**config.mk**
```make
export PLATFORM = sky130hd
export DESIGN_NAME = gnss_frame_crc32_checker_core
export DESIGN_NICKNAME = d
export VERILOG_FILES = /design/src/rtl/core/gfcc_pkg.sv /design/src/rtl/core/gnss_frame_crc32_checker_core.sv
export SDC_FILE = /design/constraint.sdc
export NUM_CORES = 1
export LEC_CHECK = 0
export ABC_AREA = 1
export BUFFER_PORTS_ARGS = -buffer_cell sky130_fd_sc_hd__buf_2
export CAP_MARGIN = 20
export CORE_AREA = 8 8 159 161
export CTS_CLUSTER_DIAMETER = 120
export DETAILED_ROUTE_END_ITERATION = 7
export DIE_AREA = 0 0 167 169
export GPL_TIMING_DRIVEN = 0
export PLACE_DENSITY = 0.72
export SYNTH_ARGS = -nofsm -noshare
export SYNTH_HDL_FRONTEND = slang
export SYNTH_SLANG_ARGS = --single-unit
```
**constraint.sdc**
```tcl
create_clock -name clk_i -period 9.83 [get_ports clk_i]
set_input_delay 0.4915 -clock clk_i [delete_from_list [all_inputs] [get_ports clk_i]]
set_output_delay 0.4915 -clock clk_i [all_outputs]
set_load 0.02 [all_outputs]
```
**src/rtl/core/gfcc_pkg.sv**
```systemverilog
`default_nettype none

package gfcc_pkg;

  // Reflected CRC-32 polynomial, zero init, no final inversion
  localparam logic [31:0] CRC_POLY = 32'hEDB8_8320;

  // Frame byte that carries the header length
  localparam int unsigned HEADER_LEN_POS = 3;

  // Configuration register widths and reset values
  localparam int unsigned CRC_SPAN_W    = 9;
  localparam int unsigned BODY_OFFSET_W = 8;
  localparam logic [CRC_SPAN_W-1:0]    CRC_SPAN_RST    = 9'd108;
  localparam logic [BODY_OFFSET_W-1:0] BODY_OFFSET_RST = 8'd80;

  // APB register map, decoded on paddr[2]
  localparam int unsigned APB_ADDR_W = 3;
  localparam logic REG_CRC_SPAN    = 1'b0;
  localparam logic REG_BODY_OFFSET = 1'b1;

  localparam int unsigned DEFAULT_MAX_FRAME_BYTES = 512;

  // One byte through the reflected CRC, eight bit steps
  function automatic logic [31:0] crc_byte(input logic [31:0] crc, input logic [7:0] b);
    logic [31:0] t;
    t = {24'h0, crc[7:0] ^ b};
    for (int k = 0; k < 8; k++) begin
      t = t[0] ? ((t >> 1) ^ CRC_POLY) : (t >> 1);
    end
    return {8'h00, crc[31:8]} ^ t;
  endfunction

endpackage

`default_nettype wire

```
**src/rtl/core/gnss_frame_crc32_checker_core.sv**
```systemverilog
`default_nettype none
// A check result is registered, valid the cycle after the transfer that completes it.
// Throughput: one byte per cycle unless a stalled result blocks input; the unrolled
//   byte-wide CRC update between frame state and output registers sets the cycle.
// Reset (rst_ni, async, active low): registers back to 108 / 80, frame state cleared,
//   checker idle until a byte marked as frame start; no clearing pass.
module gnss_frame_crc32_checker_core #(
  parameter int unsigned MAX_FRAME_BYTES = gfcc_pkg::DEFAULT_MAX_FRAME_BYTES
) (
  input  wire logic                            clk_i,
  input  wire logic                            rst_ni,
  // byte stream in
  input  wire logic                            s_axis_tvalid,
  output logic                                 s_axis_tready,
  input  wire logic [7:0]                      s_axis_tdata,  // [7:0] data_byte
  input  wire logic [0:0]                      s_axis_tuser,  // [0] frame_start
  // check results out
  output logic                                 m_axis_tvalid,
  input  wire logic                            m_axis_tready,
  output logic [63:0]                          m_axis_tdata,  // [31:0] computed_crc,
                                                              // [63:32] expected_crc
  output logic [0:0]                           m_axis_tuser,  // [0] crc_ok
  // APB configuration
  input  wire logic                            psel,
  input  wire logic                            penable,
  input  wire logic                            pwrite,
  input  wire logic [gfcc_pkg::APB_ADDR_W-1:0] paddr,
  input  wire logic [31:0]                     pwdata,
  output logic [31:0]                          prdata,
  output logic                                 pready
);
  import gfcc_pkg::*;

  // Position counter must reach MAX_FRAME_BYTES itself (saturation value)
  localparam int unsigned PosW = $clog2(MAX_FRAME_BYTES + 1);
  // Compare width covers the position and header_len + body_offset + 4
  localparam int unsigned CmpW = ((PosW > 10) ? PosW : 10) + 1;
  localparam logic [PosW-1:0] MaxPos = PosW'(MAX_FRAME_BYTES);
  localparam logic [CmpW-1:0] HdrPos = CmpW'(HEADER_LEN_POS);

  // ---------------------------------------------------------------------------
  // Configuration registers
  // ---------------------------------------------------------------------------
  logic [CRC_SPAN_W-1:0]    crc_span_q;
  logic [BODY_OFFSET_W-1:0] body_offset_q;
  logic                     cfg_wr;

  assign pready = 1'b1;
  assign cfg_wr = psel & penable & pwrite & pready;

  always_ff @(posedge clk_i or negedge rst_ni) begin
    if (!rst_ni) begin
      crc_span_q    <= CRC_SPAN_RST;
      body_offset_q <= BODY_OFFSET_RST;
    end else if (cfg_wr) begin
      unique case (paddr[2])
        REG_CRC_SPAN:    crc_span_q    <= pwdata[CRC_SPAN_W-1:0];
        REG_BODY_OFFSET: body_offset_q <= pwdata[BODY_OFFSET_W-1:0];
        default: ;
      endcase
    end
  end

  always_comb begin
    unique case (paddr[2])
      REG_CRC_SPAN:    prdata = {{(32-CRC_SPAN_W){1'b0}}, crc_span_q};
      REG_BODY_OFFSET: prdata = {{(32-BODY_OFFSET_W){1'b0}}, body_offset_q};
      default:         prdata = '0;
    endcase
  end

  // ---------------------------------------------------------------------------
  // Frame state
  // ---------------------------------------------------------------------------
  logic [PosW-1:0] pos_q, pos_d;
  logic [31:0]     crc_q, crc_d;
  logic [7:0]      hdr_len_q, hdr_len_d;
  logic [31:0]     exp_q, exp_d;
  logic            done_q, done_d;

  // Output register
  logic            m_valid_q, m_valid_d;
  logic [63:0]     m_data_q, m_data_d;
  logic            m_ok_q, m_ok_d;

  logic            in_xfer;
  logic            start;
  logic [7:0]      byte_in;
  logic            active;
  logic [PosW-1:0] p;
  logic [CmpW-1:0] p_w, after_w, exp_pos, offs;
  logic [31:0]     crc_cur, exp_cur, crc_nxt, exp_nxt;
  logic [7:0]      hdr_cur, hdr_nxt;
  logic            in_range, exp_hit, crc_cmpl, exp_cmpl, take, result;

  // New byte accepted whenever the output register is free or draining
  assign s_axis_tready = ~m_valid_q | m_axis_tready;
  assign in_xfer       = s_axis_tvalid & s_axis_tready;
  assign start         = s_axis_tuser[0];
  assign byte_in       = s_axis_tdata;

  always_comb begin
    // frame start drops whatever frame was running
    active  = start | ~done_q;
    p       = start ? '0 : pos_q;
    crc_cur = start ? '0 : crc_q;
    hdr_cur = start ? '0 : hdr_len_q;
    exp_cur = start ? '0 : exp_q;

    in_range = (p < MaxPos);
    p_w      = CmpW'(p);
    after_w  = p_w + CmpW'(1);

    crc_nxt = (p_w < CmpW'(crc_span_q)) ? crc_byte(crc_cur, byte_in) : crc_cur;
    hdr_nxt = (p_w == HdrPos) ? byte_in : hdr_cur;

    // expected CRC sits little-endian at header_len + body_offset
    exp_pos = CmpW'(hdr_nxt) + CmpW'(body_offset_q);
    offs    = p_w - exp_pos;
    exp_hit = (p_w > HdrPos) && (exp_pos > HdrPos) && (p_w >= exp_pos) &&
              (offs < CmpW'(4));
    exp_nxt = exp_hit ? (exp_cur | ({24'h0, byte_in} << {offs[1:0], 3'b000})) : exp_cur;

    crc_cmpl = (after_w >= CmpW'(crc_span_q));
    exp_cmpl = (after_w > HdrPos) && (exp_pos > HdrPos) &&
               (after_w >= exp_pos + CmpW'(4));

    // saturated position: byte adds nothing, frame stays open
    take   = in_xfer & active & in_range;
    result = take & crc_cmpl & exp_cmpl;

    pos_d     = pos_q;
    crc_d     = crc_q;
    hdr_len_d = hdr_len_q;
    exp_d     = exp_q;
    done_d    = done_q;
    if (take) begin
      pos_d     = p + PosW'(1);
      crc_d     = crc_nxt;
      hdr_len_d = hdr_nxt;
      exp_d     = exp_nxt;
      done_d    = result;
    end

    m_valid_d = m_valid_q & ~m_axis_tready;
    m_data_d  = m_data_q;
    m_ok_d    = m_ok_q;
    if (in_xfer) begin
      m_valid_d = result;
    end
    if (result) begin
      m_data_d = {exp_nxt, crc_nxt};
      m_ok_d   = (crc_nxt == exp_nxt);
    end
  end

  always_ff @(posedge clk_i or negedge rst_ni) begin
    if (!rst_ni) begin
      pos_q     <= '0;
      crc_q     <= '0;
      hdr_len_q <= '0;
      exp_q     <= '0;
      done_q    <= 1'b1;
      m_valid_q <= 1'b0;
    end else begin
      pos_q     <= pos_d;
      crc_q     <= crc_d;
      hdr_len_q <= hdr_len_d;
      exp_q     <= exp_d;
      done_q    <= done_d;
      m_valid_q <= m_valid_d;
    end
  end

  // payload needs no reset
  always_ff @(posedge clk_i) begin
    m_data_q <= m_data_d;
    m_ok_q   <= m_ok_d;
  end

  assign m_axis_tvalid   = m_valid_q;
  assign m_axis_tdata    = m_data_q;
  assign m_axis_tuser[0] = m_ok_q;

endmodule

`default_nettype wire

```
==> impl_metrics.ini <==
[run_status]
status = completed

[logic_synthesis]
synth-main-ff-cell = dfrtp_1
ys_ff_latch = 166
async_flop_share_pct = 60.8
synth_compound_area_share_pct = 7.67
synth_xor_area_share_pct = 7.35
syn_inst = 1405
synthMuxAreaShare_pct = 0
yosys.area_share.adder_pct = 5.85
ys_types = 49
synth_top_cell_by_area = dfrtp_1
avgSynthCellArea_um2 = 7.80
synth_edf_count = 65
yosys_warnings = 0
synth_simple_gate_area_share_pct = 28.8
synth_top_family_by_area = simple AND/OR/NAND/NOR gates
netlist_area_um2 = 11000
synth-seq-area-share_pct = 41.0
synth_area_leaders = dfrtp_1 21%, edfxtp_1 18%, nand2_1 15%, ha_1 5.5%, nand3_1 5.4%
yosysTopAreaCellShare_pct = 21.5

[drt]
wl_per_cell_um = 16.7
drt_iter0_drc = 721
first_pass_iters = 6
antenna_left = 0
post-route-drc-count = 0
routed_wl_mm = 30.8
routed_via_density = 5.23
via_count = 9674

[worst_setup_path]
arrival_ps = 6660
crit_path_end_kind = register
critPathKind = input port to register
worst_ep_required_time_ps = 9940
worst-r2r-cell-count = 30
startpoint_type = input port
cp_max_fo = 48
r2r_slack_ps = 3650

[clock_network]
cts_sinks = 166
ctsResizeCount = 0
cts_setup_buffers = 0
clock_tree.root_cell = clkbuf_16
clkSlewWorstSetupHoldPaths_ps = 70
cts_buffers = 17
htree_levels = 4
insertion_delay_ps = 440
ctsHoldBuffers = 0
clock_path_buffers = 2
cts_tree = done

[place]
dp.cells = 1818
place_congestion = 0.956
dp_slack_ps = 2950
dp.final_hpwl_mm = 24.1
placed_area_um2 = 11900
numPortBuffers = 99

[grt]
grt_pass1_vias = 9219
grtUsageMet1_pct = 26.5
use_met2_pct = 38.7
grt.total_usage_pct = 22.2
grt_overflow_total = 0
grt_pass1_wl_mm = 49.2
grt.busiest_layer = met2
grt_max_degree = 68
antenna_found_initial = 0
grt_use_met3_pct = 4.50

[sta]
drv_slew = 0
tns_ps = 0
fmax_mhz = 153
fin_crit_sh_pct = 66.6
finalSetupViolCount = 0
rsz0062_at_grt = no
worst_pin_slew_ps = 874
relSlewSlack_pct = 41.3
finClkSkew_ps = 12.6
post-route-min-period_ps = 6550
finalHoldViolCount = 0
fin_ws_ps = 3280

[cells_and_area]
mostFrequentLayoutCell = nand2_1
finalInstanceArea_um2 = 12600
final_cells = 1850
diodes = 0
final_cell_mix = 440 x nand2_1, 142 x inv_1, 119 x nand3_1
syn_to_final_growth_pct = 14.9
fin_nets = 1648
layout-drive-gt1-share_pct = 15.1
n_fill_cell = 2136

[floorplanning]
die_x_um = 167
ios = 151
die_h_um = 169
die-area_um2 = 28200
row_count = 56
initial_core_util_pct = 47.8
core-area_um2 = 22900

[pwr]
power_w = 0.00313
p_leak_nw = 6.35
peakVddDrop_mv = 0.143
powerDensity_nw_per_um2 = 249

[min_path]
hold_class = input port to async pin

[run]
cap_viol_max_count = 0
routing by layer:
| layer | up-vias | share of wire, % |
|---|---|---|
| met4 | 0 | 3.0 |
| met3 | 52 | 5.8 |
| met2 | 323 | 50 |
| li1 | 4801 | - |
| met5 | - | 0 |
| met1 | 4498 | 42 |
cells in the mapped netlist, types with 2 or more instances:
master,number
nand2_1,440
inv_1,143
nand3_1,119
dfrtp_1,94
o21ai_0,94
nor2_1,87
edfxtp_1,65
ha_1,48
nor3_1,42
xor2_1,41
clkbuf_1,35
a31oi_1,29
buf_4,28
a21oi_1,17
nand4_1,13
xnor2_1,13
inv_2,10
nand2_2,10
dfstp_2,7
nand2_4,7
xnor2_2,6
xor2_2,6
buf_6,5
nand3_2,5
o21ai_2,4
xor2_4,4
buf_1,3
buf_2,2
conb_1,2
fa_1,2
nand3b_1,2
nor2_2,2
nor2_4,2
o211ai_1,2
o31ai_1,2
layout make-up:
| cell class | instances | area, um2 | share of cell area, % |
|---|---|---|---|
| Tap cell | 290 | 363 | 2.88 |
| Clock buffer | 17 | 425 | 3.38 |
| Buffer | 73 | 419 | 3.33 |
| Clock inverter | 15 | 211 | 1.68 |
| Sequential cell | 166 | 4490 | 35.7 |
| Multi-Input combinational cell | 1033 | 5540 | 44.0 |
| Inverter | 155 | 594 | 4.72 |
| Timing Repair Buffer | 101 | 546 | 4.34 |
kinds of logic (layout without fill, tap and decap cells):
logic type,after synthesis,in the layout
buf+inv,228,361
other cells,2,24
simple gates,735,735
xor+xnor,71,71
fa+ha+maj,50,50
compound gates,153,153
flops,166,166
power by group:
part	switching, W	internal (W)	leakage, nW	total, W
Clock	0.000303	0.000433	0.316	0.000736
Combinational	0.000965	0.000495	4.19	0.00146
Sequential	0.0000651	0.000870	1.84	0.000935
Total	0.00133	0.00180	6.35	0.00313
flip-flops by register name (all words and copies together), names as in the netlist:
signal and flops:
done_q 1, m_axis_tvalid 1, crc_q 32, hdr_len_q 8, crc_span_q 9, body_offset_q 8, pos_q 10, m_axis_tuser 1
exp_q 32, m_axis_tdata 64
worst max-delay path: stages:
cell      delay, ps
buf_6           160
clkbuf_1        650
nor2_1          300
ha_1            310
nand3_1         300
clkbuf_1        370
o21ai_0         350
fa_1            550
nand3_1         100
nand3_1         110
xnor2_1         450
nor3b_1         160
xor2_1          190
ha_1            320
nand2_1          90
nor2_1          120
nor2_1           50
nand3_1          70
nand2_1          50
o31ai_1          50
o21ai_0         100
inv_1            50
o21ai_0          70
nand2_1          80
a32o_1          130
nand3_1         180
inv_2           450
buf_12          300
through the flow:
stage / util (%) / hold slack [ps]
after global placement: 51.9 / 463
final: 54.9 / 15.7
after global routing: 54.9 / 48.9
after floorplan: - / 196
after CTS: 54.9 / 28.4
after detailed placement: 52.1 / 467
path summary, 6_finish.rpt:
| check | start | to |
|---|---|---|
| max | s_axis_tuser | m_axis_tdata[10] |
| min | rst_ni | hdr_len_q[4] |
| max reg2reg | pos_q[5] | m_axis_tdata[10] |
| min reg2reg | hdr_len_q[2] | hdr_len_q[2] |
| max in group asynchronous | rst_ni | crc_q[23] |
| min in group clk_i | pwdata[6] | body_offset_q[6] |
No activity file was read; power rests on OpenSTA's default activity.
